## config.mk

```make
export PLATFORM = sky130hd
export DESIGN_NAME = can_message_reassembler_core
export DESIGN_NICKNAME = d
export VERILOG_FILES = /design/src/rtl/cmr_pkg.sv /design/src/rtl/cmr_datapath.sv /design/src/rtl/cmr_ctrl.sv /design/src/rtl/can_message_reassembler_core.sv
export VERILOG_INCLUDE_DIRS = /design/src /design/src/rtl
export SDC_FILE = /design/constraint.sdc
export NUM_CORES = 1
export LEC_CHECK = 0
export BUFFER_PORTS_ARGS = -buffer_cell sky130_fd_sc_hd__buf_2
export CAP_MARGIN = 20
export CORE_UTILIZATION = 45
export DETAILED_ROUTE_END_ITERATION = 6
export HOLD_SLACK_MARGIN = 0.12
export PLACE_DENSITY = 0.67
export SLEW_MARGIN = 30
export SYNTH_ARGS = -nofsm -noshare
export SYNTH_HDL_FRONTEND = slang
export SYNTH_SLANG_ARGS = --single-unit
export TNS_END_PERCENT = 20
```

## constraint.sdc

```tcl
create_clock -name clk -period 7.4 [get_ports clk]
set_input_delay 1.11 -clock clk [delete_from_list [all_inputs] [get_ports clk]]
set_output_delay 1.11 -clock clk [all_outputs]
set_load 0.01 [all_outputs]
```

## src/rtl/can_message_reassembler_core_macros.svh

```systemverilog
// Assertion macros shared by the CAN message reassembler RTL.
// Depends on nothing; included by cmr_datapath, the module that carries assertions.
`ifndef CAN_MESSAGE_REASSEMBLER_CORE_MACROS_SVH
`define CAN_MESSAGE_REASSEMBLER_CORE_MACROS_SVH

// The consequent must hold in the same cycle as the antecedent.
`define CMR_ASSERT_SAME(label, clk, rst_n, ante, cons, msg) \
	label: assert property (@(posedge clk) disable iff (!rst_n) (ante) |-> (cons)) \
		else $error(msg);

// The consequent must hold in the cycle after the antecedent.
`define CMR_ASSERT_NEXT(label, clk, rst_n, ante, cons, msg) \
	label: assert property (@(posedge clk) disable iff (!rst_n) (ante) |=> (cons)) \
		else $error(msg);

`endif

```

## src/rtl/cmr_pkg.sv

```systemverilog
// Types and constants of the CAN message reassembler.
// Used by cmr_datapath, cmr_ctrl and can_message_reassembler_core; depends on nothing.
`timescale 1ns / 1ps

package cmr_pkg;

	localparam logic [7:0]  STIM_BYTE    = 8'h84;
	localparam logic [16:0] HEADER_BYTES = 17'd2;
	localparam logic [3:0]  MAX_LEN      = 4'd8;

	typedef enum logic [2:0] {
		STATUS_FOREIGN = 3'd0,
		STATUS_STIM    = 3'd1,
		STATUS_STORED  = 3'd2,
		STATUS_DONE    = 3'd3,
		STATUS_EMPTY   = 3'd4
	} status_t;

	typedef enum logic {
		ST_IDLE,
		ST_RUN
	} ctrl_state_t;

	typedef struct packed {
		logic [28:0] frame_id;
		logic [3:0]  frame_length;
		logic [7:0]  data_byte_0;
		logic [7:0]  data_byte_1;
		logic [7:0]  data_byte_2;
		logic [7:0]  data_byte_3;
		logic [7:0]  data_byte_4;
		logic [7:0]  data_byte_5;
		logic [7:0]  data_byte_6;
		logic [7:0]  data_byte_7;
	} in_item_t;

	typedef struct packed {
		status_t     status;
		logic [16:0] byte_offset;
		logic [7:0]  byte_value;
		logic        last;
	} out_item_t;

	typedef struct packed {
		logic capture;
		logic emit_single;
		logic emit_byte;
	} dp_cmd_t;

	typedef struct packed {
		logic slot_free;
		logic single;
		logic final_byte;
	} dp_status_t;

endpackage

```

## src/rtl/cmr_datapath.sv

```systemverilog
// Datapath of the CAN message reassembler: frame register, message state and result register.
// Depends on cmr_pkg and can_message_reassembler_core_macros.svh; driven by cmr_ctrl.
`timescale 1ns / 1ps
`include "can_message_reassembler_core_macros.svh"

module cmr_datapath (
	input  logic                clk,
	input  logic                arst_n,
	input  logic                cfg_valid,
	input  logic [28:0]         cfg_data,
	input  cmr_pkg::in_item_t   in_data,
	input  cmr_pkg::dp_cmd_t    cmd,
	output cmr_pkg::dp_status_t sts,
	input  logic                out_ready,
	output logic                out_valid,
	output cmr_pkg::out_item_t  out_data
);

	logic [28:0]        accepted_id_q;
	cmr_pkg::in_item_t  frame_q;
	logic [3:0]         len_q;
	logic [2:0]         idx_q;
	logic [16:0]        byte_count_q;
	logic [15:0]        length_header_q;
	logic               out_valid_q;
	cmr_pkg::out_item_t out_q;

	logic [7:0]       cur_byte;
	logic [15:0]      lh_new;
	logic [16:0]      cnt_next;
	logic [16:0]      total;
	logic             complete;
	logic             last_in_frame;
	logic             foreign;
	logic             stim;
	logic             empty;
	cmr_pkg::status_t single_status;

	always_comb begin
		case (idx_q)
			3'd0: cur_byte = frame_q.data_byte_0;
			3'd1: cur_byte = frame_q.data_byte_1;
			3'd2: cur_byte = frame_q.data_byte_2;
			3'd3: cur_byte = frame_q.data_byte_3;
			3'd4: cur_byte = frame_q.data_byte_4;
			3'd5: cur_byte = frame_q.data_byte_5;
			3'd6: cur_byte = frame_q.data_byte_6;
			3'd7: cur_byte = frame_q.data_byte_7;
			default: cur_byte = frame_q.data_byte_0;
		endcase
	end

	always_comb begin
		if (byte_count_q == 17'd0) begin
			lh_new = {length_header_q[15:8], cur_byte};
		end else if (byte_count_q == 17'd1) begin
			lh_new = {cur_byte, length_header_q[7:0]};
		end else begin
			lh_new = length_header_q;
		end
		cnt_next      = byte_count_q + 17'd1;
		total         = {1'b0, lh_new} + cmr_pkg::HEADER_BYTES;
		complete      = (cnt_next >= total);
		last_in_frame = (({1'b0, idx_q} + 4'd1) == len_q);

		foreign = (frame_q.frame_id != accepted_id_q);
		stim    = (byte_count_q == 17'd0) && (len_q == 4'd1)
			&& (frame_q.data_byte_0 == cmr_pkg::STIM_BYTE);
		empty   = (len_q == 4'd0);
		if (foreign) begin
			single_status = cmr_pkg::STATUS_FOREIGN;
		end else if (stim) begin
			single_status = cmr_pkg::STATUS_STIM;
		end else begin
			single_status = cmr_pkg::STATUS_EMPTY;
		end

		sts.slot_free  = !out_valid_q || out_ready;
		sts.single     = foreign || stim || empty;
		sts.final_byte = complete || last_in_frame;
	end

	always_ff @(posedge clk or negedge arst_n) begin
		if (!arst_n) begin
			accepted_id_q <= '0;
		end else if (cfg_valid) begin
			accepted_id_q <= cfg_data;
		end
	end

	always_ff @(posedge clk) begin
		if (cmd.capture) begin
			frame_q <= in_data;
			len_q   <= (in_data.frame_length > cmr_pkg::MAX_LEN) ? cmr_pkg::MAX_LEN
				: in_data.frame_length;
		end
	end

	always_ff @(posedge clk or negedge arst_n) begin
		if (!arst_n) begin
			idx_q           <= '0;
			byte_count_q    <= '0;
			length_header_q <= '0;
		end else if (cmd.capture) begin
			idx_q <= '0;
		end else if (cmd.emit_byte) begin
			idx_q           <= idx_q + 3'd1;
			byte_count_q    <= complete ? 17'd0 : cnt_next;
			length_header_q <= lh_new;
		end
	end

	always_ff @(posedge clk or negedge arst_n) begin
		if (!arst_n) begin
			out_valid_q <= 1'b0;
		end else if (cmd.emit_single || cmd.emit_byte) begin
			out_valid_q <= 1'b1;
		end else if (out_ready) begin
			out_valid_q <= 1'b0;
		end
	end

	always_ff @(posedge clk) begin
		if (cmd.emit_single) begin
			out_q.status      <= single_status;
			out_q.byte_offset <= '0;
			out_q.byte_value  <= '0;
			out_q.last        <= 1'b1;
		end else if (cmd.emit_byte) begin
			out_q.status      <= complete ? cmr_pkg::STATUS_DONE : cmr_pkg::STATUS_STORED;
			out_q.byte_offset <= byte_count_q;
			out_q.byte_value  <= cur_byte;
			out_q.last        <= complete || last_in_frame;
		end
	end

	assign out_valid = out_valid_q;
	assign out_data  = out_q;

	`CMR_ASSERT_NEXT(a_done_restarts, clk, arst_n, cmd.emit_byte && complete, byte_count_q == 17'd0, "Completed message did not restart the byte count.")
	`CMR_ASSERT_SAME(a_byte_needs_data, clk, arst_n, cmd.emit_byte, !sts.single && (len_q != 4'd0) && ({1'b0, idx_q} < len_q), "Byte emitted from a frame that has none left.")
	`CMR_ASSERT_SAME(a_one_load, clk, arst_n, cmd.emit_single || cmd.emit_byte, sts.slot_free && !(cmd.emit_single && cmd.emit_byte) && !cmd.capture, "Result register loaded while occupied or twice.")
	`CMR_ASSERT_NEXT(a_idx_steps, clk, arst_n, cmd.emit_byte && !sts.final_byte, idx_q == $past(idx_q) + 3'd1, "Byte index did not advance.")

endmodule

```

## src/rtl/cmr_ctrl.sv

```systemverilog
// Controller of the CAN message reassembler: accepts one frame, then steps through its results.
// Depends on cmr_pkg; commands cmr_datapath.
`timescale 1ns / 1ps

module cmr_ctrl (
	input  logic                clk,
	input  logic                arst_n,
	input  logic                in_valid,
	output logic                in_ready,
	input  cmr_pkg::dp_status_t sts,
	output cmr_pkg::dp_cmd_t    cmd
);

	cmr_pkg::ctrl_state_t state_q;
	cmr_pkg::ctrl_state_t state_next;

	always_ff @(posedge clk or negedge arst_n) begin
		if (!arst_n) begin
			state_q <= cmr_pkg::ST_IDLE;
		end else begin
			state_q <= state_next;
		end
	end

	always_comb begin
		state_next = state_q;
		in_ready   = 1'b0;
		cmd        = '0;
		case (state_q)
			cmr_pkg::ST_IDLE: begin
				in_ready = 1'b1;
				if (in_valid) begin
					cmd.capture = 1'b1;
					state_next  = cmr_pkg::ST_RUN;
				end
			end
			cmr_pkg::ST_RUN: begin
				if (sts.slot_free) begin
					if (sts.single) begin
						cmd.emit_single = 1'b1;
						state_next      = cmr_pkg::ST_IDLE;
					end else begin
						cmd.emit_byte = 1'b1;
						if (sts.final_byte) begin
							state_next = cmr_pkg::ST_IDLE;
						end
					end
				end
			end
			default: begin
				state_next = cmr_pkg::ST_IDLE;
			end
		endcase
	end

endmodule

```

## src/rtl/can_message_reassembler_core.sv

```systemverilog
// CAN message reassembler: frame input, per-byte result output, one ID register.
// Depends on cmr_pkg, cmr_ctrl and cmr_datapath.
// Usage:
//   The in channel takes one received CAN frame per request (in_data: id, length code,
//   eight data bytes). The out channel gives one result per request: a status, the byte
//   offset in the message, the byte value and a last flag on the frame's final result.
//   The cfg channel writes the accepted frame identifier; it is always ready. The user must see that it is
//   written only while no frame is in work; the block itself does not enforce this.
//   A frame is captured into the frame register, and its first result is loaded into the output
//   register once that register is free. A frame that is foreign, a stimulation answer or empty
//   gives one result; otherwise one result per stored byte, one per cycle while the output
//   register is free, up to eight, ending early when the message completes.
//   The next frame is accepted while the last result still waits in the output register.
//   If the receiver stalls, the stepping pauses until the output register is free.
//   Reset clears the byte count, the length header, the ID register and all valids.
`timescale 1ns / 1ps

module can_message_reassembler_core (
	input  logic               clk,
	input  logic               arst_n,
	input  logic               cfg_valid,
	output logic               cfg_ready,
	input  logic [28:0]        cfg_data,
	input  logic               in_valid,
	output logic               in_ready,
	input  cmr_pkg::in_item_t  in_data,
	output logic               out_valid,
	input  logic               out_ready,
	output cmr_pkg::out_item_t out_data
);

	cmr_pkg::dp_cmd_t    cmd;
	cmr_pkg::dp_status_t sts;

	assign cfg_ready = 1'b1;

	cmr_ctrl u_ctrl (
		.clk      (clk),
		.arst_n   (arst_n),
		.in_valid (in_valid),
		.in_ready (in_ready),
		.sts      (sts),
		.cmd      (cmd)
	);

	cmr_datapath u_datapath (
		.clk       (clk),
		.arst_n    (arst_n),
		.cfg_valid (cfg_valid),
		.cfg_data  (cfg_data),
		.in_data   (in_data),
		.cmd       (cmd),
		.sts       (sts),
		.out_ready (out_ready),
		.out_valid (out_valid),
		.out_data  (out_data)
	);

endmodule
```

==> impl_metrics.ini <==
[outcome]
outcome = complete, no violations

[final_layout]
instances_no_fill = 1124
nFillCells = 1639
n_antenna_cell = 0
areaGrowthSynthToFinish_pct = 18.4
final_nets = 1009
finalInstanceArea_mm2 = 0.0103
final_common_cell = buf_2
most-common-layout-cells = 161 x buf_2, 100 x edfxtp_1, 71 x nand2_1
drive_gt1_frac = 0.288

[global_routing]
antenna_found_initial = 0
grt_max_degree = 84
grt_usage = 0.198
grt_pass1_wl_um = 30200
grt_remaining_overflow = 0
grt_pass1_vias = 5908

[logic_synthesis]
avgSynthCellArea_um2 = 12.4
synth_ff_type = edfxtp_1
syn_inst = 702
syn_area_mm2 = 0.00870
ys_types = 70
yosysWarnings = 0
syn-num-nets = 860
yosys.area.top_type_share = 0.345
yosysSeqAreaShare = 0.597
synth-async-reset-ratio = 0.347
ys_top_cells_by_area = edfxtp_1 35%, dfrtp_1 19%, dfxtp_1 6.0%, xnor2_1 4.7%, ha_1 3.9%
yosysTopAreaCell = edfxtp_1
ys_ff_latch = 193
synth_edf_count = 100

[power]
total_leakage_power_nw = 4.22
p_total_w = 0.00254
ir_drop_v = 0.000171
p_int_w = 0.00185
pwr_density_cell_mw_per_mm2 = 247
seq_power_share = 0.527
clockPowerShare = 0.370
p_switching_w = 0.000694
p_comb_frac = 0.102
switching_share = 0.273

[floorplan]
core_area_mm2 = 0.0188
initial_utilization = 0.462
row_count = 50
dieArea_mm2 = 0.0199
die_w_um = 141
ios = 163
floorplan.die.height_um = 141

[placement]
dp_hpwl_um = 13500
placed_area_mm2 = 0.00967
dp.cells = 1092
port_buffers = 161
routabilityCongestion = 0.854

[sta]
rsz0062_at_grt = no
post-route-period-util = 0.763
slew_viol_final = 0
setup_tns_ns = 0
max_freq_ghz = 0.177
worstMarginPinSlew_ns = 0.807
period_needed_ns = 5.64
fin_skew_ns = 0.0133
relSlewSlack = 0.462
hold_ws_ns = 0.456
hold_viol_final = 0
setup_violations = 0

[hold_path]
hp-class = flip-flop to flip-flop
min_from = u_datapath.out_data[0]

[routing]
ant_nets = 0
route.detailed.drc = 0
drt_iter0_markers = 317
wl_per_cell_um = 16.7
vias = 5919
viasPerCell = 5.27
wirelength_um = 18700
drtPass1Iterations = 5

[clocking]
cts.sinks = 193
ctsRootBufferMaster = clkbuf_16
htreeDepth = 4
cts_tree = built
clkTransAtPathRegs_ns = 0.08
cts_buffers = 17
postCtsHoldBufs = 0
post-cts-setup-buffers = 0
clk-insertion-delay-late_ns = 0.44
cts_resized = 0
clockBufferDepth = 2

[setup_path]
start_kind = flip-flop
critPathMaxFanout = 24
timing.rr.start = u_datapath.idx_q[2]
crit_start = u_datapath.idx_q[2]
cp.required_ns = 7.73
critical_path_arrival_ns = 5.97
crit_type = flip-flop to flip-flop
crit_path_end_kind = flip-flop

[run]
drv_cap = 0
## critical path, cell delays in order (launching register included)
cell	delay, ns
dfrtp_1	0.87
inv_1	0.24
ha_1	0.37
a22oi_1	0.18
o21ai_0	0.12
o32ai_1	0.66
o31ai_1	0.19
and3_1	0.25
nand3b_1	0.11
xor2_1	0.14
mux2i_1	0.10
ha_1	0.32
nand4_1	0.14
nor4_1	0.35
a211o_1	0.15
a21o_1	0.10
a221o_1	0.58
nor2_1	0.29
mux2_2	0.33
## per-stage QoR
step,util,setup WS (ns)
3_5_place_dp,0.513,1.89
2_1_floorplan,-,1.41
5_1_grt,0.547,1.30
4_1_cts,0.547,1.85
6_report,0.547,1.76
3_3_place_gp,0.513,2.10
## sequential cells by signal (all words and copies together) (netlist names)
register / flops
u_datapath.len_q: 4
u_datapath.out_data: 29
u_datapath.out_valid: 1
u_datapath.byte_count_q: 17
u_ctrl.state_q: 1
u_datapath.idx_q: 3
u_datapath.length_header_q: 16
u_datapath.accepted_id_q: 29
u_datapath.frame_q: 93
## synth_stat cells (5+ instances only)
| master | instances |
|---|---|
| nor3_1 | 8 |
| dfxtp_1 | 26 |
| dfrtp_1 | 67 |
| nand2_1 | 72 |
| nand4_1 | 13 |
| clkbuf_1 | 16 |
| a22o_1 | 22 |
| xnor2_1 | 47 |
| mux2_2 | 30 |
| nor2b_1 | 5 |
| edfxtp_1 | 100 |
| or3_1 | 5 |
| a21o_1 | 9 |
| mux2i_1 | 6 |
| nor4_1 | 6 |
| ha_1 | 27 |
| a22oi_1 | 14 |
| o22ai_1 | 5 |
| a21oi_1 | 17 |
| xor2_1 | 14 |
| o21ai_0 | 43 |
| buf_6 | 5 |
| and3_1 | 5 |
| inv_1 | 12 |
| nand3b_1 | 5 |
| nand3_1 | 23 |
| buf_2 | 5 |
| nor2_1 | 31 |
## path summary, 6_finish.rpt
kind | to | slack [ns] | depth (start not counted)
worst max-delay path | u_datapath.byte_count_q[0] | 1.76 | 18
worst min-delay path | u_datapath.out_data[0] | 0.46 | 1
worst max register to register | u_datapath.byte_count_q[0] | 1.76 | 18
worst min register to register | u_datapath.out_data[0] | 0.46 | 1
max in group asynchronous | u_datapath.length_header_q[3] | 6.17 | 2
min in group asynchronous | u_datapath.accepted_id_q[20] | 0.79 | 2
## power by group through the flow
stage                     combinational [W]  clock [W]  sequential, W
after floorplan                    0.000152          0        0.00137
after global placement             0.000261          0        0.00136
after detailed placement           0.000264          0        0.00137
after CTS                          0.000265   0.000960        0.00134
after global routing               0.000288    0.00100        0.00135
final                              0.000260   0.000942        0.00134
## layer usage
layer  wire length (um)  GRT usage  vias to the layer above
met2               9250      0.328                      190
met5                  0          0                        -
met4                337     0.0658                        0
li1                   -          -                     2869
met3                862     0.0469                       30
met1               8270      0.256                     2830
## cells by family (layout without fill, tap and decap cells)
| group | Yosys count | count (layout) | share of synthesized area |
|---|---|---|---|
| and+or+nand+nor | 195 | 195 | 0.117 |
| other | 1 | 1 | 0.000431 |
| adders and majority gates | 27 | 27 | 0.0388 |
| DFF | 193 | 193 | 0.597 |
| xor gates and xnor gates | 61 | 61 | 0.0614 |
| AOI/OAI and AO/OA | 140 | 140 | 0.108 |
| buffers and inverters | 47 | 209 | 0.0282 |
| muxes | 38 | 38 | 0.0486 |
## area by class of cell
class                           instances  area, um2  share of cell area
Clock inverter                         15        199              0.0193
Timing Repair Buffer                  164        836              0.0811
Inverter                               13       48.8             0.00474
Tap cell                              260        325              0.0316
Multi-Input combinational cell        462       3270               0.317
Sequential cell                       193       5200               0.505
Clock buffer                           17        425              0.0413
Note: power is estimated with default switching activity, not from simulation.
